<file path="config.mk">
export PLATFORM = sky130hd
export DESIGN_NAME = rc_stick_to_oscillator_targets
export DESIGN_NICKNAME = d
export VERILOG_FILES = /design/src/sv/rcsto_pkg.sv /design/src/sv/rc_stick_to_oscillator_targets.sv
export SDC_FILE = /design/constraint.sdc
export NUM_CORES = 2
export LEC_CHECK = 0
export BUFFER_PORTS_ARGS = -buffer_cell sky130_fd_sc_hd__buf_4
export CORE_MARGIN = 8
export CORE_UTILIZATION = 55
export CTS_BUF_LIST = sky130_fd_sc_hd__clkbuf_8
export DETAILED_ROUTE_END_ITERATION = 8
export GPL_TIMING_DRIVEN = 0
export PLACE_DENSITY = 0.75
export REMOVE_ABC_BUFFERS = 1
export SLEW_MARGIN = 20
export SYNTH_ARGS = -nofsm -noshare
export SYNTH_HDL_FRONTEND = slang
export SYNTH_SLANG_ARGS = --single-unit
</file>
<file path="constraint.sdc">
create_clock -name i_clk -period 10.5 [get_ports i_clk]
set_input_delay 1.575 -clock i_clk [delete_from_list [all_inputs] [get_ports i_clk]]
set_output_delay 1.575 -clock i_clk [all_outputs]
set_load 0.02 [all_outputs]
</file>
<file path="src/sv/rcsto_pkg.sv">
// ============================================================================
// rcsto_pkg - shared types and constants for the RC stick to targets block
// Field widths, pulse-width thresholds, fixed-point constants, codes and the
// sequencer state type, plus a saturating 32-bit conversion.
// ============================================================================
package rcsto_pkg;

    // Field widths
    localparam int unsigned CH_W        = 11;
    localparam int unsigned YAW_W       = 25;
    localparam int unsigned AMP_W       = 18;
    localparam int unsigned FREQ_W      = 21;
    localparam int unsigned RATE_W      = 17;
    localparam int unsigned AMP_OUT_W   = 20;
    localparam int unsigned BIAS_W      = 32;
    localparam int unsigned FREQ_OUT_W  = 23;
    localparam int unsigned ACT_W       = 2;
    localparam int unsigned REP_W       = 2;
    localparam int unsigned CFG_ADDR_W  = 3;
    localparam int unsigned CFG_DATA_W  = 21;
    localparam int unsigned IN_TDATA_W  = 104;
    localparam int unsigned OUT_TDATA_W = 120;
    localparam int unsigned OUT_TUSER_W = 2;

    // Shared multiplier
    localparam int unsigned MUL_A_W  = 33;
    localparam int unsigned MUL_B_W  = 32;
    localparam int unsigned PROD_W   = 64;
    localparam int unsigned OFF_W    = 13;
    localparam int unsigned REC_IN_W = 30;
    localparam int unsigned WB_W     = 28;

    // Pulse-width thresholds (us)
    localparam logic [CH_W-1:0] PW_SOURCE = 11'd1500;
    localparam logic [CH_W-1:0] PW_ZERO   = 11'd1750;
    localparam logic [CH_W-1:0] PW_LOW    = 11'd1250;
    localparam logic signed [OFF_W-1:0] PW_CENTER_S = 13'sd1500;
    localparam logic signed [OFF_W-1:0] PW_FULL_S   = 13'sd2000;

    // x / 125 == (x * RECIP_125) >> RECIP_SHIFT, exact for x below 2^30
    localparam logic [30:0] RECIP_125   = 31'd1099511628;
    localparam int unsigned RECIP_SHIFT = 37;

    // pi / 180 in Q30
    localparam logic [24:0] DEG2RAD_Q30 = 25'd18740330;
    localparam logic [PROD_W-1:0] Q30_ROUND = 64'h0000_0000_3FFF_FFFF;

    // Reset values of the configuration registers
    localparam logic [AMP_W-1:0]  AMP0_RST  = 18'd11438;
    localparam logic [AMP_W-1:0]  AMP1_RST  = 18'd22877;
    localparam logic [AMP_W-1:0]  AMP2_RST  = 18'd34315;
    localparam logic [AMP_W-1:0]  BIAS_RST  = 18'd34315;
    localparam logic [FREQ_W-1:0] FREQ_RST  = 21'd327680;
    localparam logic [RATE_W-1:0] RATE_RST  = 17'd1311;

    // Configuration register indexes
    localparam logic [CFG_ADDR_W-1:0] CFG_AMP0 = 3'd0;
    localparam logic [CFG_ADDR_W-1:0] CFG_AMP1 = 3'd1;
    localparam logic [CFG_ADDR_W-1:0] CFG_AMP2 = 3'd2;
    localparam logic [CFG_ADDR_W-1:0] CFG_BIAS = 3'd3;
    localparam logic [CFG_ADDR_W-1:0] CFG_FREQ = 3'd4;
    localparam logic [CFG_ADDR_W-1:0] CFG_RATE = 3'd5;

    // Action codes
    localparam logic [ACT_W-1:0] ACT_NONE    = 2'd0;
    localparam logic [ACT_W-1:0] ACT_ZERO    = 2'd1;
    localparam logic [ACT_W-1:0] ACT_TARGETS = 2'd2;
    localparam logic [ACT_W-1:0] ACT_CAPTURE = 2'd3;

    // Replay request codes
    localparam logic [REP_W-1:0] REPLAY_NONE  = 2'd0;
    localparam logic [REP_W-1:0] REPLAY_LEFT  = 2'd1;
    localparam logic [REP_W-1:0] REPLAY_RIGHT = 2'd2;

    // Operations run through the shared multiplier
    localparam logic [2:0] OP_STEER = 3'd0;
    localparam logic [2:0] OP_AMP0  = 3'd1;
    localparam logic [2:0] OP_AMP1  = 3'd2;
    localparam logic [2:0] OP_AMP2  = 3'd3;
    localparam logic [2:0] OP_FREQ  = 3'd4;

    typedef enum logic [6:0] {
        S_IDLE = 7'b0000001,
        S_MUL  = 7'b0000010,
        S_REC  = 7'b0000100,
        S_HMUL = 7'b0001000,
        S_HWB  = 7'b0010000,
        S_FIN  = 7'b0100000,
        S_OUT  = 7'b1000000
    } t_state;

    function automatic logic signed [BIAS_W-1:0] sat32(input logic signed [33:0] v);
        logic signed [33:0] hi;
        logic signed [33:0] lo;
        hi = 34'sh0_7FFF_FFFF;
        lo = -34'sh0_8000_0000;
        if (v > hi) begin
            sat32 = 32'sh7FFF_FFFF;
        end else if (v < lo) begin
            sat32 = 32'sh8000_0000;
        end else begin
            sat32 = v[31:0];
        end
    endfunction

endpackage

</file>
<file path="src/sv/rc_stick_to_oscillator_targets.sv">
// ============================================================================
// rc_stick_to_oscillator_targets - radio frame to oscillator targets
// Decodes one RC frame into control source, action, joint amplitudes, bias,
// frequency and a gait replay request; tracks heading hold state.
// ============================================================================
//
//  channel   | direction | contents
//  ----------+-----------+---------------------------------------------------
//  s_axis    | in        | one RC frame with measured yaw and replay busy
//  m_axis    | out       | one result per frame, action code on tuser
//  cfg       | in        | register write: amplitudes, bias, frequency, rate
//
//  A frame that needs no arithmetic (replay busy, zero mode, heading capture)
//  goes from idle to the output state and is loaded into the output register
//  once that register is free. Each of the five products and its division
//  by 500 or 1000 takes two passes through the one shared multiplier, and
//  heading hold adds one more product for the degree to radian conversion.
//  Reset is synchronous, active low. The input is ready only while idle; a
//  finished result waits in the output register and the next frame may enter.
//
module rc_stick_to_oscillator_targets (
    input  logic                                 i_clk,
    input  logic                                 i_rst_n,
    // steer[10:0] speed[21:11] swing[32:22] mode[43:33] source[54:44]
    // left_replay[65:55] right_replay[76:66] measured_yaw[101:77]
    // replay_busy[102]
    input  logic [rcsto_pkg::IN_TDATA_W-1:0]     i_s_axis_tdata,
    input  logic                                 i_s_axis_tvalid,
    output logic                                 o_s_axis_tready,
    // control_source[0] amp_out_joint0[20:1] amp_out_joint1[40:21]
    // amp_out_joint2[60:41] bias_out[92:61] frequency_out[115:93]
    // replay_request[117:116]
    output logic [rcsto_pkg::OUT_TDATA_W-1:0]    o_m_axis_tdata,
    // action[1:0]
    output logic [rcsto_pkg::OUT_TUSER_W-1:0]    o_m_axis_tuser,
    output logic                                 o_m_axis_tvalid,
    input  logic                                 i_m_axis_tready,
    input  logic                                 i_cfg_we,
    input  logic [rcsto_pkg::CFG_ADDR_W-1:0]     i_cfg_addr,
    input  logic [rcsto_pkg::CFG_DATA_W-1:0]     i_cfg_wdata
);

    rcsto_pkg::t_state r_state, n_state;

    // Configuration
    logic [rcsto_pkg::AMP_W-1:0]  r_amp0, r_amp1, r_amp2, r_bias_scale;
    logic [rcsto_pkg::FREQ_W-1:0] r_base_freq;
    logic [rcsto_pkg::RATE_W-1:0] r_rate;

    // Heading hold state
    logic                                r_engaged;
    logic signed [rcsto_pkg::BIAS_W-1:0] r_desired;

    // Sequencer
    logic [2:0] r_op, r_wb_op;
    logic       r_wb_en;
    logic       r_heading;
    logic       r_neg;
    logic signed [rcsto_pkg::PROD_W-1:0] r_prod;

    // Captured frame
    logic [rcsto_pkg::CH_W-1:0]         r_steer, r_speed, r_swing;
    logic signed [rcsto_pkg::YAW_W-1:0] r_yaw;

    // Result
    logic                                  r_src;
    logic [rcsto_pkg::ACT_W-1:0]           r_act;
    logic [rcsto_pkg::REP_W-1:0]           r_replay;
    logic [rcsto_pkg::AMP_OUT_W-1:0]       r_a0, r_a1, r_a2;
    logic signed [rcsto_pkg::BIAS_W-1:0]   r_bias;
    logic [rcsto_pkg::FREQ_OUT_W-1:0]      r_freq;

    // Output register
    logic                                 r_o_valid;
    logic [rcsto_pkg::OUT_TDATA_W-1:0]    r_o_tdata;
    logic [rcsto_pkg::OUT_TUSER_W-1:0]    r_o_tuser;

    // Frame fields
    logic [rcsto_pkg::CH_W-1:0]         w_steer, w_speed, w_swing, w_mode, w_source;
    logic [rcsto_pkg::CH_W-1:0]         w_left, w_right;
    logic signed [rcsto_pkg::YAW_W-1:0] w_yaw;
    logic                               w_busy;

    logic w_accept, w_zero, w_manual, w_arith, w_out_free;

    logic signed [rcsto_pkg::OFF_W-1:0]   w_steer_off, w_swing_off, w_speed_off;
    logic signed [rcsto_pkg::MUL_A_W-1:0] w_mul_a;
    logic signed [rcsto_pkg::MUL_B_W-1:0] w_mul_b;
    logic signed [rcsto_pkg::PROD_W:0]    w_prod;
    logic [rcsto_pkg::PROD_W-1:0]         w_mag, w_mag_sh;
    logic [rcsto_pkg::REC_IN_W-1:0]       w_rec_in;
    logic [rcsto_pkg::PROD_W-rcsto_pkg::RECIP_SHIFT-1:0] w_quot;
    logic signed [rcsto_pkg::WB_W-1:0]    w_wb_val;
    logic signed [rcsto_pkg::MUL_A_W-1:0] w_yaw_err;
    logic signed [33:0]                   w_yaw_sum;
    logic [rcsto_pkg::PROD_W-1:0]         w_hadj;

    assign w_steer  = i_s_axis_tdata[10:0];
    assign w_speed  = i_s_axis_tdata[21:11];
    assign w_swing  = i_s_axis_tdata[32:22];
    assign w_mode   = i_s_axis_tdata[43:33];
    assign w_source = i_s_axis_tdata[54:44];
    assign w_left   = i_s_axis_tdata[65:55];
    assign w_right  = i_s_axis_tdata[76:66];
    assign w_yaw    = $signed(i_s_axis_tdata[101:77]);
    assign w_busy   = i_s_axis_tdata[102];

    assign o_s_axis_tready = (r_state == rcsto_pkg::S_IDLE);
    assign w_accept        = i_s_axis_tvalid && (r_state == rcsto_pkg::S_IDLE);
    assign w_out_free      = !r_o_valid || i_m_axis_tready;

    assign w_zero   = (w_mode > rcsto_pkg::PW_ZERO);
    assign w_manual = !w_zero && (w_mode > rcsto_pkg::PW_LOW);
    assign w_arith  = !w_busy && (w_manual || (!w_zero && r_engaged));

    assign w_steer_off = $signed({2'b00, r_steer}) - rcsto_pkg::PW_CENTER_S;
    assign w_swing_off = rcsto_pkg::PW_FULL_S - $signed({2'b00, r_swing});
    assign w_speed_off = rcsto_pkg::PW_FULL_S - $signed({2'b00, r_speed});
    assign w_yaw_err   = 33'(r_desired) - 33'(r_yaw);

    // Magnitude of the product, prescaled so that only a division by 125 remains
    assign w_mag    = r_prod[rcsto_pkg::PROD_W-1] ? (-r_prod) : r_prod;
    assign w_mag_sh = (r_op == rcsto_pkg::OP_STEER) ? (w_mag >> 2) : (w_mag >> 3);
    assign w_rec_in = w_mag_sh[rcsto_pkg::REC_IN_W-1:0];

    // Shared multiplier operand selection
    always_comb begin
        w_mul_a = '0;
        w_mul_b = '0;
        unique case (r_state)
            rcsto_pkg::S_MUL: begin
                unique case (r_op)
                    rcsto_pkg::OP_STEER: begin
                        w_mul_a = r_heading ? $signed({16'd0, r_rate})
                                            : $signed({15'd0, r_bias_scale});
                        w_mul_b = 32'(w_steer_off);
                    end
                    rcsto_pkg::OP_AMP0: begin
                        w_mul_a = $signed({15'd0, r_amp0});
                        w_mul_b = 32'(w_swing_off);
                    end
                    rcsto_pkg::OP_AMP1: begin
                        w_mul_a = $signed({15'd0, r_amp1});
                        w_mul_b = 32'(w_swing_off);
                    end
                    rcsto_pkg::OP_AMP2: begin
                        w_mul_a = $signed({15'd0, r_amp2});
                        w_mul_b = 32'(w_swing_off);
                    end
                    rcsto_pkg::OP_FREQ: begin
                        w_mul_a = $signed({12'd0, r_base_freq});
                        w_mul_b = 32'(w_speed_off);
                    end
                    default: begin
                        w_mul_a = '0;
                        w_mul_b = '0;
                    end
                endcase
            end
            rcsto_pkg::S_REC: begin
                w_mul_a = $signed({3'd0, w_rec_in});
                w_mul_b = $signed({1'b0, rcsto_pkg::RECIP_125});
            end
            rcsto_pkg::S_HMUL: begin
                w_mul_a = w_yaw_err;
                w_mul_b = $signed({7'd0, rcsto_pkg::DEG2RAD_Q30});
            end
            default: begin
                w_mul_a = '0;
                w_mul_b = '0;
            end
        endcase
    end

    assign w_prod = w_mul_a * w_mul_b;

    // Quotient from the reciprocal product, sign restored (truncates toward zero)
    assign w_quot   = r_prod[rcsto_pkg::PROD_W-1:rcsto_pkg::RECIP_SHIFT];
    assign w_wb_val = r_neg ? -$signed({1'b0, w_quot}) : $signed({1'b0, w_quot});
    assign w_yaw_sum = 34'(r_desired) + 34'(w_wb_val);

    // Arithmetic shift by 30 that truncates toward zero
    assign w_hadj = r_prod + (r_prod[rcsto_pkg::PROD_W-1] ? rcsto_pkg::Q30_ROUND
                                                          : {rcsto_pkg::PROD_W{1'b0}});

    always_comb begin
        n_state = r_state;
        unique case (r_state)
            rcsto_pkg::S_IDLE: begin
                if (w_accept) begin
                    n_state = w_arith ? rcsto_pkg::S_MUL : rcsto_pkg::S_OUT;
                end
            end
            rcsto_pkg::S_MUL:  n_state = rcsto_pkg::S_REC;
            rcsto_pkg::S_REC: begin
                if (r_op == rcsto_pkg::OP_FREQ) begin
                    n_state = r_heading ? rcsto_pkg::S_HMUL : rcsto_pkg::S_FIN;
                end else begin
                    n_state = rcsto_pkg::S_MUL;
                end
            end
            rcsto_pkg::S_HMUL: n_state = rcsto_pkg::S_HWB;
            rcsto_pkg::S_HWB:  n_state = rcsto_pkg::S_OUT;
            rcsto_pkg::S_FIN:  n_state = rcsto_pkg::S_OUT;
            rcsto_pkg::S_OUT: begin
                if (w_out_free) begin
                    n_state = rcsto_pkg::S_IDLE;
                end
            end
            default: n_state = rcsto_pkg::S_IDLE;
        endcase
    end

    // Control state, configuration and heading hold
    always_ff @(posedge i_clk) begin
        if (!i_rst_n) begin
            r_state      <= rcsto_pkg::S_IDLE;
            r_op         <= rcsto_pkg::OP_STEER;
            r_wb_en      <= 1'b0;
            r_o_valid    <= 1'b0;
            r_engaged    <= 1'b0;
            r_desired    <= '0;
            r_amp0       <= rcsto_pkg::AMP0_RST;
            r_amp1       <= rcsto_pkg::AMP1_RST;
            r_amp2       <= rcsto_pkg::AMP2_RST;
            r_bias_scale <= rcsto_pkg::BIAS_RST;
            r_base_freq  <= rcsto_pkg::FREQ_RST;
            r_rate       <= rcsto_pkg::RATE_RST;
        end else begin
            r_state <= n_state;
            r_wb_en <= (r_state == rcsto_pkg::S_REC);

            if (i_cfg_we) begin
                unique case (i_cfg_addr)
                    rcsto_pkg::CFG_AMP0: r_amp0       <= i_cfg_wdata[rcsto_pkg::AMP_W-1:0];
                    rcsto_pkg::CFG_AMP1: r_amp1       <= i_cfg_wdata[rcsto_pkg::AMP_W-1:0];
                    rcsto_pkg::CFG_AMP2: r_amp2       <= i_cfg_wdata[rcsto_pkg::AMP_W-1:0];
                    rcsto_pkg::CFG_BIAS: r_bias_scale <= i_cfg_wdata[rcsto_pkg::AMP_W-1:0];
                    rcsto_pkg::CFG_FREQ: r_base_freq  <= i_cfg_wdata[rcsto_pkg::FREQ_W-1:0];
                    rcsto_pkg::CFG_RATE: r_rate       <= i_cfg_wdata[rcsto_pkg::RATE_W-1:0];
                    default: ;
                endcase
            end

            if (w_accept) begin
                r_op <= rcsto_pkg::OP_STEER;
            end else if (r_state == rcsto_pkg::S_REC) begin
                r_op <= r_op + 3'd1;
            end

            // Leave, enter or keep heading hold
            if (w_accept && !w_busy) begin
                if (w_zero || w_manual) begin
                    r_engaged <= 1'b0;
                end else if (!r_engaged) begin
                    r_desired <= 32'(w_yaw);
                    r_engaged <= 1'b1;
                end
            end

            // Integrate the steering step into the desired yaw
            if (r_wb_en && r_heading && (r_wb_op == rcsto_pkg::OP_STEER)) begin
                r_desired <= rcsto_pkg::sat32(w_yaw_sum);
            end

            if (r_state == rcsto_pkg::S_OUT && w_out_free) begin
                r_o_valid <= 1'b1;
            end else if (i_m_axis_tready) begin
                r_o_valid <= 1'b0;
            end
        end
    end

    // Datapath
    always_ff @(posedge i_clk) begin
        if (w_accept) begin
            r_steer   <= w_steer;
            r_speed   <= w_speed;
            r_swing   <= w_swing;
            r_yaw     <= w_yaw;
            r_heading <= !w_zero && !w_manual && r_engaged;
            r_src     <= (w_source > rcsto_pkg::PW_SOURCE);
            r_a0      <= '0;
            r_a1      <= '0;
            r_a2      <= '0;
            r_bias    <= '0;
            r_freq    <= '0;
            priority if (w_busy) begin
                r_act <= rcsto_pkg::ACT_NONE;
            end else if (w_zero) begin
                r_act <= rcsto_pkg::ACT_ZERO;
            end else if (w_manual || r_engaged) begin
                r_act <= rcsto_pkg::ACT_TARGETS;
            end else begin
                r_act <= rcsto_pkg::ACT_CAPTURE;
            end
            priority if (w_busy) begin
                r_replay <= rcsto_pkg::REPLAY_NONE;
            end else if (w_left < rcsto_pkg::PW_LOW) begin
                r_replay <= rcsto_pkg::REPLAY_LEFT;
            end else if (w_right < rcsto_pkg::PW_LOW) begin
                r_replay <= rcsto_pkg::REPLAY_RIGHT;
            end else begin
                r_replay <= rcsto_pkg::REPLAY_NONE;
            end
        end

        if (r_state == rcsto_pkg::S_MUL || r_state == rcsto_pkg::S_REC ||
            r_state == rcsto_pkg::S_HMUL) begin
            r_prod <= w_prod[rcsto_pkg::PROD_W-1:0];
        end

        if (r_state == rcsto_pkg::S_REC) begin
            r_neg   <= r_prod[rcsto_pkg::PROD_W-1];
            r_wb_op <= r_op;
        end

        // Write back the quotient of the previous operation
        if (r_wb_en) begin
            unique case (r_wb_op)
                rcsto_pkg::OP_STEER: begin
                    if (!r_heading) begin
                        r_bias <= 32'(w_wb_val);
                    end
                end
                rcsto_pkg::OP_AMP0: r_a0   <= w_wb_val[rcsto_pkg::AMP_OUT_W-1:0];
                rcsto_pkg::OP_AMP1: r_a1   <= w_wb_val[rcsto_pkg::AMP_OUT_W-1:0];
                rcsto_pkg::OP_AMP2: r_a2   <= w_wb_val[rcsto_pkg::AMP_OUT_W-1:0];
                rcsto_pkg::OP_FREQ: r_freq <= w_wb_val[rcsto_pkg::FREQ_OUT_W-1:0];
                default: ;
            endcase
        end

        if (r_state == rcsto_pkg::S_HWB) begin
            r_bias <= rcsto_pkg::sat32($signed(w_hadj[rcsto_pkg::PROD_W-1:30]));
        end

        if (r_state == rcsto_pkg::S_OUT && w_out_free) begin
            r_o_tdata <= {2'b00, r_replay, r_freq, r_bias, r_a2, r_a1, r_a0, r_src};
            r_o_tuser <= r_act;
        end
    end

    assign o_m_axis_tvalid = r_o_valid;
    assign o_m_axis_tdata  = r_o_tdata;
    assign o_m_axis_tuser  = r_o_tuser;

endmodule

</file>
==> flow_summary.yaml <==
yosys:
  syn_area_um2: 59800
  synth_fa_ha_area_frac: 0.427
  synth_xor_area_frac: 0.0266
  synthMuxAreaShare: 0.00862
  async_reset_ff_frac: 0
  syn_area_per_cell_um2: 9.72
  synth_edf_count: 252
  synth-compound-area-share: 0.110
  yosysWarnings: 0
  synth_top_family_by_area: "adder cells"
  synth_simple_gate_area_share: 0.122
  seq_area_frac_synth: 0.217
  ys.flop_type: "dfxtp_1"
  synth_cell_types: 101
  syn_inst: 6152
  yosys_register_bits: 522
min_path:
  holdCritPathClass: "reg2reg"
  holdPathStages: 0
global_route:
  grt_usage: 0.326
  antenna_found_initial: 10
  grt_max_degree: 72
  gr-usage-met3: 0.128
  grt.busiest_layer: "met2"
  first_global_vias: 49200
  grt_first_pass_wirelength_um: 296000
  met2_usage: 0.487
  use_met1: 0.408
  overflow: 0
floorplan:
  io_pins: 257
  dieArea_um2: 119000
  start_util: 0.551
  die_h_um: 346
  die_w_um: 346
  core_area_um2: 108000
  num_rows: 121
clock_network:
  path_clk_slew_ps: 70
  root_buffer: "clkbuf_8"
  htreeDepth: 3
  clock-sinks: 522
  max-clock-path-buffers: 3
  cts_tree: "yes"
  cts-buffers-inserted: 84
  clock_latency_ps: 810
finish:
  stdcell_area_um2: 68400
  layout.nets: 8124
  n_fill_cell: 8619
  syn_to_final_growth_pct: 14.5
  drive_above_1_share: 0.129
timing:
  max_slew_margin: 0.221
  tightest_slew_ps: 1160
  rsz0062_at_grt: "yes"
  final_hold_viol_count: 0
  drv_slew: 0
  period_share: 0.992
  min_period_ps: 10410
  timing.final.ws_setup_ps: 88.4
  final.setup_skew_ps: 110
  max_freq_ghz: 0.0960
  final-setup-viol-count: 0
place:
  gp_congestion: 1.04
  postPlaceCellArea_um2: 64400
  io_buffers: 251
  dp_hpwl_um: 158000
  pre_cts_ws_ps: -3890
status:
  status: "complete, no violations"
drt:
  dr.pass1.iters: 8
  viasPerCell: 5.93
  wl_um: 199000
  drcViolationCount: 0
  dr.first_iter.drc_count: 5360
  postRouteAntennaNets: 0
  wl_per_cell_um: 24.5
  via_count: 48100
power:
  swShare: 0.516
  ir_worst_vdd_mv: 1.05
  p_seq_frac: 0.155
  power.internal_mw: 8.84
  power_frac_comb: 0.744
  clkPwrFrac: 0.101
  powerDensity_nw_per_um2: 267
  switching_power_mw: 9.44
  power_leakage_nw: 31.5
setup_path:
  cp-end-kind: "register"
  path_class: "reg2reg"
  critPathArrivalTime_ps: 10930
  crit_fanout: 10
  r2r_cells: 31
  cpPeakStageDelay_ps: 890
  crit_required_ps: 11020
  crit_path_frequent_cell: "fa_1"
  cp_slowest_cell: "a31oi_2"
  cp-start-kind: "register"
run:
  maxCapViolCount: 0
[metal layers]
layer,vias to the layer above,wire (um)
met2,2879,86600
met3,712,27700
met4,0,12800
li1,20600,-
met1,23800,71900
met5,-,0
[flip-flops by register name, summed over array words and instances (netlist names), 20 cells and up]
| signal | cells |
|---|---|
| r_bias | 32 |
| r_a0 | 20 |
| o_m_axis_tdata | 118 |
| r_desired | 32 |
| r_yaw | 25 |
| r_base_freq | 21 |
| r_prod | 64 |
| r_a2 | 20 |
| r_freq | 23 |
| r_a1 | 20 |
[logic make-up after synthesis]
family                     Yosys count
AOI/OAI and AO/OA                 1019
xor gates and xnor gates           180
adders and majority gates         1383
buffers and inverters             1397
DFF                                522
muxes                               51
other                                2
and+or+nand+nor                   1598
[through the flow]
step / hold WS (ps) / TNS (ps) / cells / power [mW] / utilization
finish: 410 / 0 / 8106 / 18.3 / 0.631
global route: 427 / -387 / 8096 / 19.5 / 0.631
CTS: 422 / -66.9 / 8030 / 17.3 / 0.620
detailed placement: 407 / -127770 / 7825 / 14.9 / 0.594
global placement: 404 / -610290 / 7755 / 14.6 / 0.582
floorplan: 400 / -92750 / 6090 / 11.3 / -
[worst max-delay path, delay by kind of cell (launching register included)]
family	cells	cell delay, ps
AO/OA/AOI/OAI	7	2030
AND/OR/NAND/NOR	6	2420
buffers and inverters	8	1080
flip-flops	1	360
XOR/XNOR	1	310
adder cells (fa/ha/maj)	9	3950
[cells in the mapped netlist (15+ instances only)]
cell type / n / area (um2)
a211o_1: 15 / 131
a211oi_1: 21 / 158
a21o_1: 61 / 458
a21oi_1: 282 / 1410
a221oi_1: 47 / 412
a22oi_1: 26 / 195
a31oi_1: 30 / 188
and2_1: 55 / 344
and3_1: 49 / 307
buf_1: 20 / 75.1
buf_2: 32 / 160
clkbuf_1: 180 / 676
dfxtp_1: 270 / 5410
edfxtp_1: 252 / 7570
fa_1: 1092 / 21900
ha_1: 291 / 3640
inv_1: 1158 / 4350
mux2i_1: 47 / 470
nand2_1: 699 / 2620
nand2b_1: 38 / 238
nand3_1: 224 / 1120
nand4_1: 22 / 138
nor2_1: 320 / 1200
nor2b_1: 26 / 163
nor3_1: 57 / 285
o211ai_1: 39 / 293
o21a_1: 37 / 278
o21ai_0: 237 / 1190
o21bai_1: 21 / 158
o22ai_1: 30 / 188
o31ai_1: 21 / 158
or3_1: 25 / 156
xnor2_1: 109 / 955
xor2_1: 70 / 613
[power by group through the flow]
stage	Clock [mW]	Combinational (mW)	Sequential [mW]
after floorplan	0	8.41	2.86
final	1.85	13.6	2.83
after CTS	1.87	12.6	2.82
after global routing	1.95	14.7	2.83
after global placement	0	11.7	2.88
after detailed placement	0	12.0	2.86
[final timing paths]
kind | from | endpoint | slack, ps
max reg2reg | r_state[6] | r_prod[61] | 90
min reg2reg | r_a1[8] | o_m_axis_tdata[29] | 410
max | r_state[6] | r_prod[61] | 90
min | r_a1[8] | o_m_axis_tdata[29] | 410
[cell type report]
class | instances | area [um2] | area share
multi-input cells | 4414 | 43700 | 0.638
flip-flops and latches | 522 | 13000 | 0.190
inverters | 1159 | 4420 | 0.0646
repair buffers | 425 | 3790 | 0.0554
well taps | 1414 | 1770 | 0.0258
clock buffers | 93 | 1280 | 0.0187
clock inverters | 63 | 459 | 0.00671
diodes | 14 | 35.0 | 0.000512
repair inverters | 2 | 16.3 | 0.000238
[timing repair]
action,CTS,global route
buffers inserted,44,59
setup endpoints to repair,50,32
gates resized for setup,150,153
endpoints found under the hold margin,0,0
hold buffers,0,0
gates cloned,5,2
pin swaps,21,42
[placed cells by master, fill, tap and decap left out, types with 46 or more instances in the layout]
cell type	count
a21o_1	58
a21oi_1	263
and2_1	48
buf_4	353
clkbuf_8	94
conb_1	178
dfxtp_1	267
edfxtp_1	252
fa_1	1082
ha_1	276
inv_1	1168
mux2i_1	46
nand2_1	662
nand3_1	212
nor2_1	289
nor3_1	51
o21ai_0	218
xnor2_1	103
xor2_1	65
Power figures use the tool's default switching activity.
